===== src/lsmt_pkg.sv =====
`default_nettype none
package lsmt_pkg;

	// line timing, in clock cycles
	localparam logic [9:0] LINE_LEN = 10'd456;
	localparam logic [9:0] SCAN_END = 10'd80;
	localparam logic [9:0] DRAW_END = 10'd252;

	// line numbers
	localparam logic [7:0] VBLANK_LINE = 8'd144;
	localparam logic [7:0] LAST_LINE   = 8'd153;

	// lcd mode codes
	localparam logic [1:0] MODE_HBLANK = 2'd0;
	localparam logic [1:0] MODE_VBLANK = 2'd1;
	localparam logic [1:0] MODE_SCAN   = 2'd2;
	localparam logic [1:0] MODE_DRAW   = 2'd3;

	// stat interrupt enable bit positions
	localparam int IRQ_HBLANK = 0;
	localparam int IRQ_VBLANK = 1;
	localparam int IRQ_SCAN   = 2;
	localparam int IRQ_MATCH  = 3;

	// configuration register indexes
	localparam int CFG_IDX_W = 2;
	localparam int CFG_DATA_W = 8;
	localparam logic [CFG_IDX_W-1:0] REG_DISPLAY_ENABLE   = 2'd0;
	localparam logic [CFG_IDX_W-1:0] REG_LINE_COMPARE     = 2'd1;
	localparam logic [CFG_IDX_W-1:0] REG_STAT_IRQ_ENABLES = 2'd2;

	typedef struct packed {
		logic       display_enable;
		logic [7:0] line_compare;
		logic [3:0] stat_irq_enables;
	} cfg_t;

	typedef struct packed {
		logic [9:0] line_cycles;
		logic [7:0] line_number;
		logic [1:0] mode_bits;
		logic       match_flag;
	} timer_state_t;

	typedef struct packed {
		logic [7:0] current_line;
		logic [1:0] lcd_mode;
		logic       coincidence;
		logic       vblank_request;
		logic       stat_request;
		logic       frame_done;
		logic       scan_start;
		logic       draw_start;
	} result_t;

	typedef struct packed {
		logic [1:0] mode;
		logic       stat;
		logic       scan;
		logic       draw;
	} mode_entry_t;

	// mode change with its side effects; no effect when the mode is unchanged
	function automatic mode_entry_t enter_mode(input logic [1:0] cur, input logic [1:0] m,
		input logic [3:0] en);
		mode_entry_t e;
		e.mode = m;
		e.stat = 1'b0;
		e.scan = 1'b0;
		e.draw = 1'b0;
		if (cur != m) begin
			case (m)
				MODE_HBLANK: e.stat = en[IRQ_HBLANK];
				MODE_VBLANK: e.stat = en[IRQ_VBLANK];
				MODE_SCAN: begin
					e.stat = en[IRQ_SCAN];
					e.scan = 1'b1;
				end
				MODE_DRAW: e.draw = 1'b1;
				default: e.stat = 1'b0;
			endcase
		end
		return e;
	endfunction

endpackage
`default_nettype wire


===== src/lsmt_if.sv =====
`default_nettype none
// tick input channel
interface lsmt_in_if;
	logic       valid;
	logic       ready;
	logic [7:0] tick_cycles;

	modport source (output valid, output tick_cycles, input ready);
	modport sink (input valid, input tick_cycles, output ready);
endinterface

// timing status output channel
interface lsmt_out_if;
	logic       valid;
	logic       ready;
	logic [7:0] current_line;
	logic [1:0] lcd_mode;
	logic       coincidence;
	logic       vblank_request;
	logic       stat_request;
	logic       frame_done;
	logic       scan_start;
	logic       draw_start;

	modport source (output valid, output current_line, output lcd_mode, output coincidence,
		output vblank_request, output stat_request, output frame_done, output scan_start,
		output draw_start, input ready);
	modport sink (input valid, input current_line, input lcd_mode, input coincidence,
		input vblank_request, input stat_request, input frame_done, input scan_start,
		input draw_start, output ready);
endinterface
`default_nettype wire


===== src/lsmt_cfg.sv =====
`default_nettype none
module lsmt_cfg (
	input  wire logic                              clk,
	input  wire logic                              arst_n,
	input  wire logic                              cfg_we,
	input  wire logic [lsmt_pkg::CFG_IDX_W-1:0]    cfg_index,
	input  wire logic [lsmt_pkg::CFG_DATA_W-1:0]   cfg_data,
	output lsmt_pkg::cfg_t                         cfg
);

	lsmt_pkg::cfg_t cfg_q;

	// register file, reset to display on
	always_ff @(posedge clk or negedge arst_n) begin
		if (!arst_n) begin
			cfg_q.display_enable   <= 1'b1;
			cfg_q.line_compare     <= 8'd0;
			cfg_q.stat_irq_enables <= 4'd0;
		end else if (cfg_we) begin
			case (cfg_index)
				lsmt_pkg::REG_DISPLAY_ENABLE:   cfg_q.display_enable <= cfg_data[0];
				lsmt_pkg::REG_LINE_COMPARE:     cfg_q.line_compare <= cfg_data[7:0];
				lsmt_pkg::REG_STAT_IRQ_ENABLES: cfg_q.stat_irq_enables <= cfg_data[3:0];
				default: cfg_q <= cfg_q;
			endcase
		end
	end

	assign cfg = cfg_q;

endmodule
`default_nettype wire


===== src/lsmt_step.sv =====
`default_nettype none
module lsmt_step (
	input  wire lsmt_pkg::cfg_t         cfg,
	input  wire lsmt_pkg::timer_state_t cur,
	input  wire logic [7:0]             tick_cycles,
	output lsmt_pkg::timer_state_t      nxt,
	output lsmt_pkg::result_t           res
);

	logic [9:0]              sum;
	logic                    line_end;
	logic [7:0]              line_inc;
	logic [7:0]              line_new;
	logic                    win_hit;
	logic [1:0]              win_mode;
	logic                    match_new;
	lsmt_pkg::mode_entry_t   e_off;
	lsmt_pkg::mode_entry_t   e_win;
	lsmt_pkg::mode_entry_t   e_vbl;

	// counter advance and line end detect
	assign sum      = cur.line_cycles + {2'b00, tick_cycles};
	assign line_end = (sum >= lsmt_pkg::LINE_LEN);
	assign line_inc = cur.line_number + 8'd1;
	assign line_new = (line_inc > lsmt_pkg::LAST_LINE) ? 8'd0 : line_inc;
	assign match_new = (line_new == cfg.line_compare);

	// mode window the tick lands in
	always_comb begin
		win_hit  = 1'b1;
		win_mode = lsmt_pkg::MODE_HBLANK;
		if (cur.line_number >= lsmt_pkg::VBLANK_LINE) begin
			win_mode = lsmt_pkg::MODE_VBLANK;
		end else if (sum < lsmt_pkg::SCAN_END) begin
			win_mode = lsmt_pkg::MODE_SCAN;
		end else if (sum < lsmt_pkg::DRAW_END) begin
			win_mode = lsmt_pkg::MODE_DRAW;
		end else if (!line_end) begin
			win_mode = lsmt_pkg::MODE_HBLANK;
		end else begin
			win_hit = 1'b0;
		end
	end

	// window entry, then forced vblank entry at line 144
	always_comb begin
		e_off = lsmt_pkg::enter_mode(cur.mode_bits, lsmt_pkg::MODE_HBLANK, cfg.stat_irq_enables);
		if (win_hit) begin
			e_win = lsmt_pkg::enter_mode(cur.mode_bits, win_mode, cfg.stat_irq_enables);
		end else begin
			e_win = '{mode: cur.mode_bits, stat: 1'b0, scan: 1'b0, draw: 1'b0};
		end
		if (line_end && (line_inc == lsmt_pkg::VBLANK_LINE)) begin
			e_vbl = lsmt_pkg::enter_mode(e_win.mode, lsmt_pkg::MODE_VBLANK,
				cfg.stat_irq_enables);
		end else begin
			e_vbl = '{mode: e_win.mode, stat: 1'b0, scan: 1'b0, draw: 1'b0};
		end
	end

	// next state and result
	always_comb begin
		if (!cfg.display_enable) begin
			nxt.line_cycles = 10'd0;
			nxt.line_number = 8'd0;
			nxt.mode_bits   = e_off.mode;
			nxt.match_flag  = cur.match_flag;
			res.vblank_request = 1'b0;
			res.frame_done     = 1'b0;
			res.stat_request   = e_off.stat;
			res.scan_start     = 1'b0;
			res.draw_start     = 1'b0;
		end else begin
			nxt.line_cycles = line_end ? (sum - lsmt_pkg::LINE_LEN) : sum;
			nxt.line_number = line_end ? line_new : cur.line_number;
			nxt.mode_bits   = e_vbl.mode;
			nxt.match_flag  = line_end ? match_new : cur.match_flag;
			res.vblank_request = line_end && (line_inc == lsmt_pkg::VBLANK_LINE);
			res.frame_done     = res.vblank_request;
			res.stat_request   = e_win.stat | e_vbl.stat
				| (line_end & match_new & cfg.stat_irq_enables[lsmt_pkg::IRQ_MATCH]);
			res.scan_start     = e_win.scan | e_vbl.scan;
			res.draw_start     = e_win.draw | e_vbl.draw;
		end
		res.current_line = nxt.line_number;
		res.lcd_mode     = nxt.mode_bits;
		res.coincidence  = nxt.match_flag;
	end

endmodule
`default_nettype wire


===== src/lcd_scanline_mode_timer_unit.sv =====
`default_nettype none
// LCD scanline mode timer. Each transfer on tick carries a cycle count; the unit
// advances a line counter that wraps at 456, steps the line 0..153, tracks the LCD mode
// (oam scan, pixel transfer, hblank, vblank) and the line-compare coincidence flag,
// and returns one status item per tick with the vblank, stat, frame-done, scan-start
// and draw-start pulses. One tick is accepted every cycle while status is not stalled;
// a tick is held in the input register and its status then in the status register.
// A stalled status holds the next tick in the input register and then blocks tick.
// The rate is set by the line/mode state update, a combinational add and compare
// loop into the state register. Configuration is to be written through
// cfg_we/cfg_index/cfg_data while idle; the unit itself does not enforce this.
module lcd_scanline_mode_timer_unit (
	input  wire logic                            clk,
	input  wire logic                            arst_n,
	lsmt_in_if.sink                              tick,
	lsmt_out_if.source                           status,
	input  wire logic                            cfg_we,
	input  wire logic [lsmt_pkg::CFG_IDX_W-1:0]  cfg_index,
	input  wire logic [lsmt_pkg::CFG_DATA_W-1:0] cfg_data
);

	lsmt_pkg::cfg_t         cfg;
	lsmt_pkg::timer_state_t state_q;
	lsmt_pkg::timer_state_t state_nxt;
	lsmt_pkg::result_t      res_nxt;
	lsmt_pkg::result_t      res_s2;
	logic                   valid_s1;
	logic [7:0]             tick_s1;
	logic                   valid_s2;
	logic                   adv;
	logic                   tick_ready;

	lsmt_cfg u_cfg (
		.clk       (clk),
		.arst_n    (arst_n),
		.cfg_we    (cfg_we),
		.cfg_index (cfg_index),
		.cfg_data  (cfg_data),
		.cfg       (cfg)
	);

	lsmt_step u_step (
		.cfg         (cfg),
		.cur         (state_q),
		.tick_cycles (tick_s1),
		.nxt         (state_nxt),
		.res         (res_nxt)
	);

	// flow control: stage 1 moves when the status register is free or drains
	assign adv        = valid_s1 && (!valid_s2 || status.ready);
	assign tick_ready = !valid_s1 || adv;
	assign tick.ready = tick_ready;

	// input register
	always_ff @(posedge clk or negedge arst_n) begin
		if (!arst_n) begin
			valid_s1 <= 1'b0;
		end else if (tick_ready) begin
			valid_s1 <= tick.valid;
		end
	end

	always_ff @(posedge clk) begin
		if (tick_ready && tick.valid) begin
			tick_s1 <= tick.tick_cycles;
		end
	end

	// timing state, updated once per tick
	always_ff @(posedge clk or negedge arst_n) begin
		if (!arst_n) begin
			state_q.line_cycles <= 10'd0;
			state_q.line_number <= 8'd0;
			state_q.mode_bits   <= lsmt_pkg::MODE_VBLANK;
			state_q.match_flag  <= 1'b1;
		end else if (adv) begin
			state_q <= state_nxt;
		end
	end

	// status register
	always_ff @(posedge clk or negedge arst_n) begin
		if (!arst_n) begin
			valid_s2 <= 1'b0;
		end else if (adv) begin
			valid_s2 <= 1'b1;
		end else if (status.ready) begin
			valid_s2 <= 1'b0;
		end
	end

	always_ff @(posedge clk) begin
		if (adv) begin
			res_s2 <= res_nxt;
		end
	end

	assign status.valid          = valid_s2;
	assign status.current_line   = res_s2.current_line;
	assign status.lcd_mode       = res_s2.lcd_mode;
	assign status.coincidence    = res_s2.coincidence;
	assign status.vblank_request = res_s2.vblank_request;
	assign status.stat_request   = res_s2.stat_request;
	assign status.frame_done     = res_s2.frame_done;
	assign status.scan_start     = res_s2.scan_start;
	assign status.draw_start     = res_s2.draw_start;

	// counter always stays inside one line
	a_cycles_in_line: assert property (@(posedge clk) disable iff (!arst_n)
		state_q.line_cycles < lsmt_pkg::LINE_LEN)
		else $error("line cycle counter out of range");

	// line number never passes the last line
	a_line_range: assert property (@(posedge clk) disable iff (!arst_n)
		state_q.line_number <= lsmt_pkg::LAST_LINE)
		else $error("line number out of range");

	// frame done only on entry to line 144 in vblank
	a_frame_vblank: assert property (@(posedge clk) disable iff (!arst_n)
		valid_s2 && res_s2.frame_done |-> res_s2.current_line == lsmt_pkg::VBLANK_LINE
		&& res_s2.lcd_mode == lsmt_pkg::MODE_VBLANK && res_s2.vblank_request)
		else $error("frame done outside vblank entry");

	// a tick that advances leaves a status item the next cycle
	a_adv_status: assert property (@(posedge clk) disable iff (!arst_n)
		adv |=> valid_s2)
		else $error("status item lost");

endmodule
`default_nettype wire


===== src/flat_wrapper.sv =====
// flat-port wrapper written by rule: the top's interface ports become plain ports
module lcd_scanline_mode_timer_unit_flat 
  (clk, arst_n, cfg_we, cfg_index, cfg_data, tick_valid, tick_tick_cycles, tick_ready, status_valid, status_current_line, status_lcd_mode, status_coincidence, status_vblank_request, status_stat_request, status_frame_done, status_scan_start, status_draw_start, status_ready);
  lsmt_in_if tick_i ();
  lsmt_out_if status_i ();
  input  wire logic clk;
  input  wire logic arst_n;
  input  wire logic cfg_we;
  input  wire logic [lsmt_pkg::CFG_IDX_W-1:0] cfg_index;
  input  wire logic [lsmt_pkg::CFG_DATA_W-1:0] cfg_data;
  input wire logic [$bits(tick_i.valid)-1:0] tick_valid;
  input wire logic [$bits(tick_i.tick_cycles)-1:0] tick_tick_cycles;
  output wire logic [$bits(tick_i.ready)-1:0] tick_ready;
  output wire logic [$bits(status_i.valid)-1:0] status_valid;
  output wire logic [$bits(status_i.current_line)-1:0] status_current_line;
  output wire logic [$bits(status_i.lcd_mode)-1:0] status_lcd_mode;
  output wire logic [$bits(status_i.coincidence)-1:0] status_coincidence;
  output wire logic [$bits(status_i.vblank_request)-1:0] status_vblank_request;
  output wire logic [$bits(status_i.stat_request)-1:0] status_stat_request;
  output wire logic [$bits(status_i.frame_done)-1:0] status_frame_done;
  output wire logic [$bits(status_i.scan_start)-1:0] status_scan_start;
  output wire logic [$bits(status_i.draw_start)-1:0] status_draw_start;
  input wire logic [$bits(status_i.ready)-1:0] status_ready;
  assign tick_i.valid = tick_valid;
  assign tick_i.tick_cycles = tick_tick_cycles;
  assign tick_ready = tick_i.ready;
  assign status_valid = status_i.valid;
  assign status_current_line = status_i.current_line;
  assign status_lcd_mode = status_i.lcd_mode;
  assign status_coincidence = status_i.coincidence;
  assign status_vblank_request = status_i.vblank_request;
  assign status_stat_request = status_i.stat_request;
  assign status_frame_done = status_i.frame_done;
  assign status_scan_start = status_i.scan_start;
  assign status_draw_start = status_i.draw_start;
  assign status_i.ready = status_ready;
  lcd_scanline_mode_timer_unit u_core (.clk(clk), .arst_n(arst_n), .tick(tick_i), .status(status_i), .cfg_we(cfg_we), .cfg_index(cfg_index), .cfg_data(cfg_data));
endmodule

===== config.mk =====
export PLATFORM = sky130hd
export DESIGN_NAME = lcd_scanline_mode_timer_unit_flat
export DESIGN_NICKNAME = d
export VERILOG_FILES = /design/src/lsmt_pkg.sv /design/src/lsmt_if.sv /design/src/lsmt_cfg.sv /design/src/lsmt_step.sv /design/src/lcd_scanline_mode_timer_unit.sv /design/src/flat_wrapper.sv
export SDC_FILE = /design/constraint.sdc
export NUM_CORES = 1
export LEC_CHECK = 0
export BUFFER_PORTS_ARGS = -buffer_cell sky130_fd_sc_hd__buf_2
export CAP_MARGIN = 0
export CORE_MARGIN = 4
export CORE_UTILIZATION = 30
export CTS_CLUSTER_SIZE = 16
export DETAILED_ROUTE_END_ITERATION = 6
export SYNTH_ARGS = -nofsm -noshare
export SYNTH_HDL_FRONTEND = slang
export SYNTH_SLANG_ARGS = --single-unit

===== constraint.sdc =====
create_clock -name clk -period 4.1 [get_ports clk]
set_input_delay 0.82 -clock clk [delete_from_list [all_inputs] [get_ports clk]]
set_output_delay 0.82 -clock clk [all_outputs]
set_load 0.01 [all_outputs]

==> results.yml, run 1 <==
sta:
  min_period_over_period_pct: 90.4
  setup-tns-final_ns: 0
  rsz0062_at_grt: "false"
  clock-skew-final_ns: 0.00456
  relSlewSlack_pct: 38.4
  worstMarginPinSlew_ns: 0.916
  hold_ws_ns: 0.480
  finalCriticalPeriod_ns: 3.71
  setup-violations-final: 0
  drv_slew: 0
  clock.fmax_mhz: 270
  finalHoldViolCount: 0
min_path:
  holdPathStages: 2
  hold_start: "u_core.state_q[16]"
  hold_end: "u_core.state_q[16]"
  hold_class: "flop to flop"
worst_setup_path:
  cp_data_arrival_time_ns: 3.97
  critPathMaxFanout: 14
  cp-start-kind: "flop"
  r2r-start: "u_core.state_q[11]"
  path_class: "flop to flop"
  r2r_slack_ns: 0.39
  critical_path.cell_chain: "ha_1, inv_1, fa_1, nor2b_1, o21ai_1, nand2b_1, xor2_1, inv_1, ha_1, nor4bb_1, a2111o_1, a31oi_2, buf_4, nor2_1, a211oi_1, mux2_2"
  cpMaxStageDelayCell: "a2111o_1"
  r2r_cells: 16
  r2r-end: "u_core.state_q[2]"
  crit_buf_inv: 3
  critPathMaxStageDelay_ns: 0.47
  end_kind: "flop"
  cp.required_ns: 4.36
  critPathTopFamily: "compound AO/OA/AOI/OAI gates"
clock_network:
  root_buffer: "clkbuf_16"
  cts_max_path_buffers: 2
  cts_setup_buffers: 0
  cts_tree: "done"
  cts_buffers: 9
  htree_num_levels: 3
  cts.sinks: 59
  clock_latency_ns: 0.32
  holdBufCountCts: 0
  cts.repair.resized: 0
  clk_pin_slew_ns: 0.05
synth:
  syn_nets: 413
  ys_async_sr_fraction_pct: 61.0
  yosys.area.top_type: "dfrtp_1"
  synth_seq_cells: 59
  syn_area_um2: 3820
  synth_commonest_cells: "nand2_1 (40), dfrtp_1 (33), edfxtp_1 (23)"
  synth_edf_count: 23
  yosysMostFrequentCell: "nand2_1"
  synth_cells: 375
  synth_warnings: 0
  synthDistinctLibCells: 78
  synth.area.top_cells: "dfrtp_1 (22%), edfxtp_1 (18%), ha_1 (4.6%), mux2_2 (4.4%), nand2_1 (3.9%)"
  synth-main-ff-cell: "dfrtp_1"
  syn_avg_cell_area_um2: 10.2
  synthDominantCellAreaShare_pct: 21.6
  ys_seq_area_share_pct: 41.8
cells_and_area:
  area_delta_synth_final_pct: 13.7
  nets: 447
  n_antenna_cell: 0
  final_layout_size_suffix_gt1_share_pct: 22.8
  n_fill_cell: 1226
floorplanning:
  ioPinCount: 41
  fp.dieArea_um2: 14600
  dieHeight_um: 121
  core_um2: 12300
  rows: 40
  die_x_um: 121
  initial_core_util_pct: 31.2
power_and_ir_drop:
  p_int_mw: 1.61
  p_sw_mw: 1.01
  ir_worst_vdd_mv: 0.214
  comb_power_share_pct: 42.4
  power-per-cell-area_nw_per_um2: 603
  power_frac_seq_pct: 32.2
  swShare_pct: 38.5
  p_leak_nw: 1.75
  clkPwrFrac_pct: 25.4
routing:
  vias_per_cell: 4.99
  ant_nets: 0
  drc: 0
  vias: 2900
  initialDrtViolationCount: 127
  wl_per_cell_um: 14.7
  drtPass1Iterations: 4
  wirelength_um: 8540
global_routing:
  grt_max_degree: 37
  grt_first_pass_wirelength_um: 14400
  antenna_found_initial: 0
  grt_use_total_pct: 12.4
  overflow: 0
  grt_pass1_vias: 2922
outcome:
  status: "completed"
run:
  drv_cap: 0
placed_design:
  dpl.hpwl_um: 6320
  gp_congestion: 0.827
  io_buffers: 40
-- power by group through the flow --
stage               Combinational (mW)  Clock, mW  Sequential, mW
floorplan                        0.888          0           0.825
global placement                  1.08          0           0.852
detailed placement                1.11          0           0.854
CTS                               1.12      0.680           0.845
global route                      1.25      0.711           0.861
finish                            1.11      0.665           0.845
-- cells by family (layout without fill, tap and decap cells) --
family / count (synthesis) / after routing / share of synthesized area, %
compound gates: 93 / 93 / 18.0
xor+xnor: 22 / 22 / 5.24
fa+ha+maj: 15 / 15 / 5.11
buf+inv: 34 / 72 / 5.76
flops: 59 / 59 / 41.8
mux: 18 / 18 / 5.21
simple gates: 134 / 134 / 18.9
-- tightest hold or removal path: cells and delay by family (launching register included) --
family           cells  cell delay [ns]
AO/OA/AOI/OAI        1             0.06
flip-flops           1             0.34
AND/OR/NAND/NOR      1             0.04
-- area by class of cell --
type / count / area, µm² / area share, %
Multi-Input combinational cell: 282 / 2000 / 46.2
Sequential cell: 59 / 1600 / 36.7
Timing Repair Buffer: 42 / 215 / 4.96
Tap cell: 168 / 210 / 4.84
Clock buffer: 12 / 246 / 5.68
Inverter: 15 / 56.3 / 1.30
Clock inverter: 3 / 15.0 / 0.346
-- cells in the final DEF, fill, tap and decap left out, drive strengths merged, types with 8 or more instances in the layout --
cell type / synthesis / routed
ha: 14 / 14
nand3: 13 / 13
nand2: 42 / 42
inv: 14 / 14
dfrtp: 33 / 33
a21oi: 17 / 17
o31ai: 8 / 8
nor3: 8 / 8
xnor2: 13 / 13
xor2: 9 / 9
o21ai: 21 / 21
nand2b: 9 / 9
nor2: 24 / 24
clkbuf: 5 / 12
a31oi: 8 / 8
mux2: 15 / 15
buf: 13 / 42
edfxtp: 23 / 23
-- state kept, by name, summed over array words and instances, names as in the netlist --
name,cells
u_core.tick_s1,8
u_core.status.vblank_request,1
u_core.status.lcd_mode,2
u_core.status.current_line,8
u_core.valid_s1,1
u_core.state_q,21
u_core.status.scan_start,1
u_core.u_cfg.cfg,13
u_core.status.valid,1
u_core.status.coincidence,1
u_core.status.stat_request,1
u_core.status.draw_start,1
-- worst max-delay path by stage --
| stage | slack [ns] | end | cells after the start | from |
|---|---|---|---|---|
| finish | 0.39 | u_core.state_q[2] | 16 | u_core.state_q[11] |
| CTS | 0.38 | u_core.state_q[2] | 16 | u_core.state_q[11] |
| global placement | 0.56 | u_core.status.stat_request | 16 | u_core.state_q[11] |
| floorplan | 0.81 | u_core.status.current_line[4] | 16 | u_core.state_q[11] |
| global route | 0.1 | u_core.state_q[2] | 16 | u_core.state_q[11] |
| detailed placement | 0.40 | u_core.state_q[2] | 16 | u_core.state_q[11] |
-- through the flow --
stage / std cells / instance area, µm² / util, % / worst slack, ns / total power [mW]
5_1_grt: 581 / 4340 / 35.4 / 0.0952 / 2.83
3_5_place_dp: 566 / 4080 / 33.3 / 0.398 / 1.97
6_report: 581 / 4340 / 35.4 / 0.393 / 2.62
2_1_floorplan: 375 / 3820 / - / 0.814 / 1.71
4_1_cts: 581 / 4340 / 35.4 / 0.376 / 2.64
3_3_place_gp: 566 / 4080 / 33.3 / 0.565 / 1.93
-- routing by layer --
metal  vias to the layer above  global-route usage, %  wire, µm
li1                       1439                      -         -
met1                      1388                   17.7      4320
met2                        64                   17.8      3700
met3                         9                   2.48       381
met4                         0                   6.09       133
met5                         -                      0         0
Note: power is estimated with default switching activity, not from simulation.
==> inputs of run 2 (changes only) <==
--- a/config.mk
+++ b/config.mk
@@ -7,6 +7,7 @@
 export LEC_CHECK = 0
 export BUFFER_PORTS_ARGS = -buffer_cell sky130_fd_sc_hd__buf_2
 export CAP_MARGIN = 0
+export CORE_ASPECT_RATIO = 2
 export CORE_MARGIN = 4
 export CORE_UTILIZATION = 30
 export CTS_CLUSTER_SIZE = 16
==> run 2 against run 1 <==
Compared with the run above: power up 5.2%; fmax up 1.3%; combinational power up 4%; via count up 1.1%; core utilization down 0.62 points; critical endpoint is now u_core.status.current_line[3]; die area up 0.75%.
==> results.yml, run 2 (synthesized netlist as in run 1, its figures left out) <==
outcome:
  status: "completed"
placed_design:
  dpl.hpwl_um: 7610
  io_buffers: 40
  pre_cts_slack_ns: 0.460
  gp_congestion: 0.879
clock_network:
  cts.sinks: 59
  clk_pin_slew_ns: 0.06
  cts_buffers: 9
  cts_tree: "done"
  root_buffer: "clkbuf_16"
  htree_num_levels: 3
  cts_max_path_buffers: 2
  cts_setup_buffers: 0
  cts.repair.resized: 0
  clock_latency_ns: 0.33
  holdBufCountCts: 0
sta:
  drv_slew: 0
  min_period_over_period_pct: 89.3
  rsz0062_at_grt: "false"
  finalHoldViolCount: 0
  finalCriticalPeriod_ns: 3.66
  final.setup.worst_slack_ns: 0.440
  setup-tns-final_ns: 0
  relSlewSlack_pct: 38.1
  hold_ws_ns: 0.480
  clock-skew-final_ns: 0.00702
  clock.fmax_mhz: 273
  worstMarginPinSlew_ns: 0.920
  setup-violations-final: 0
power_and_ir_drop:
  p_leak_nw: 1.77
  p_total_mw: 2.76
  ir_worst_vdd_mv: 0.278
  power-per-cell-area_nw_per_um2: 631
routing:
  vias: 2931
  wirelength_um: 9690
  drtPass1Iterations: 5
  initialDrtViolationCount: 200
  ant_nets: 0
  wl_per_cell_um: 17.2
  drc: 0
  vias_per_cell: 5.19
global_routing:
  grt_max_degree: 37
  antenna_found_initial: 0
  grt_first_pass_wirelength_um: 15600
  overflow: 0
  grt_use_total_pct: 13.9
  grt_pass1_vias: 3048
worst_setup_path:
  cp-startpoint: "u_core.state_q[11]"
  crit_buf_inv: 2
  cpMaxStageDelayCell: "a2111o_1"
  critPathMaxStageDelay_ns: 0.47
  cp_data_arrival_time_ns: 3.74
  end_kind: "flop"
  r2r-start: "u_core.state_q[11]"
  r2r_cells: 15
  critPathTopFamily: "compound AO/OA/AOI/OAI gates"
  critical_path.cell_chain: "ha_1, inv_1, fa_1, nor2b_1, o21ai_1, nand2b_1, xor2_1, inv_1, ha_1, nor4bb_1, a2111o_1, a31o_4, nand2_1, o31ai_1, and2_1"
  path_class: "flop to flop"
  r2r_slack_ns: 0.44
  critPathMaxFanout: 8
  r2r-end: "u_core.status.current_line[3]"
  cp-start-kind: "flop"
  cp.required_ns: 4.18
min_path:
  hold_start: "u_core.state_q[13]"
  holdPathStages: 2
  hold_class: "flop to flop"
  hold_end: "u_core.state_q[13]"
cells_and_area:
  area_delta_synth_final_pct: 14.4
  utilization_pct: 34.8
  multi_input_area_um2: 2000
  nets: 448
  n_antenna_cell: 0
  regMostFlops: "u_core.state_q"
  n_fill_cell: 1254
  largest_reg_flops: 21
  regArea_um2: 1600
  final_layout_size_suffix_gt1_share_pct: 23.6
  layout_common_cells: "nand2_1 (40), buf_2 (40), dfrtp_1 (33)"
floorplanning:
  core_um2: 12600
  initial_core_util_pct: 30.4
  ioPinCount: 41
  die_x_um: 87.8
  dieHeight_um: 168
  rows: 58
  fp.dieArea_um2: 14700
run:
  drv_cap: 0
run 2: cell types whose count changed in the layout (fill, tap and decap cells not counted):
cell	before	now
clkbuf_8	1	0
clkbuf_1	2	0
clkinv_2	3	1
clkinv_4	0	3
inv_6	0	1
clkinvlp_4	0	1
buf_4	2	3
bufinv_16	0	1
run 2: per-stage QoR:
| step | std cells | area, µm² |
|---|---|---|
| final | 565 | 4370 |
| after global routing | 565 | 4370 |
| after CTS | 565 | 4370 |
| after detailed placement | 549 | 4070 |
| after global placement | 549 | 4070 |
| after floorplan | 375 | 3820 |
run 2: area by class of cell:
type / count / share of cell area, %
sequential: 59 / 36.5
clock buffer: 9 / 5.15
multi-input combinational: 282 / 45.9
inverter: 15 / 1.29
tap: 150 / 4.30
timing repair buffer: 43 / 5.10
clock inverter: 7 / 1.78
run 2: routing by layer:
metal | routed length [µm] | up-vias | global-route usage [%]
li1 | - | 1437 | -
met1 | 3250 | 1415 | 12.9
met2 | 5770 | 49 | 26.5
met3 | 185 | 30 | 2.22
met4 | 477 | 0 | 8.75
met5 | 0 | - | 0
run 2: worst max-delay path by stage:
stage,endpoint,slack [ns],cells after the start
floorplan,u_core.status.current_line[4],0.81,16
global placement,u_core.status.current_line[3],0.63,15
detailed placement,u_core.status.current_line[3],0.46,15
CTS,u_core.status.current_line[3],0.43,15
global route,u_core.status.current_line[4],0.19,16
finish,u_core.status.current_line[3],0.44,15
run 2: worst min-delay path, stage by stage (launching register included):
cell and delay (ns):
dfrtp_1 0.35, nand2_1 0.05, nand2_1 0.05
run 2: power by group:
part,internal (mW),switching (mW)
clock network,0.474,0.283
registers,0.746,0.108
logic,0.455,0.691
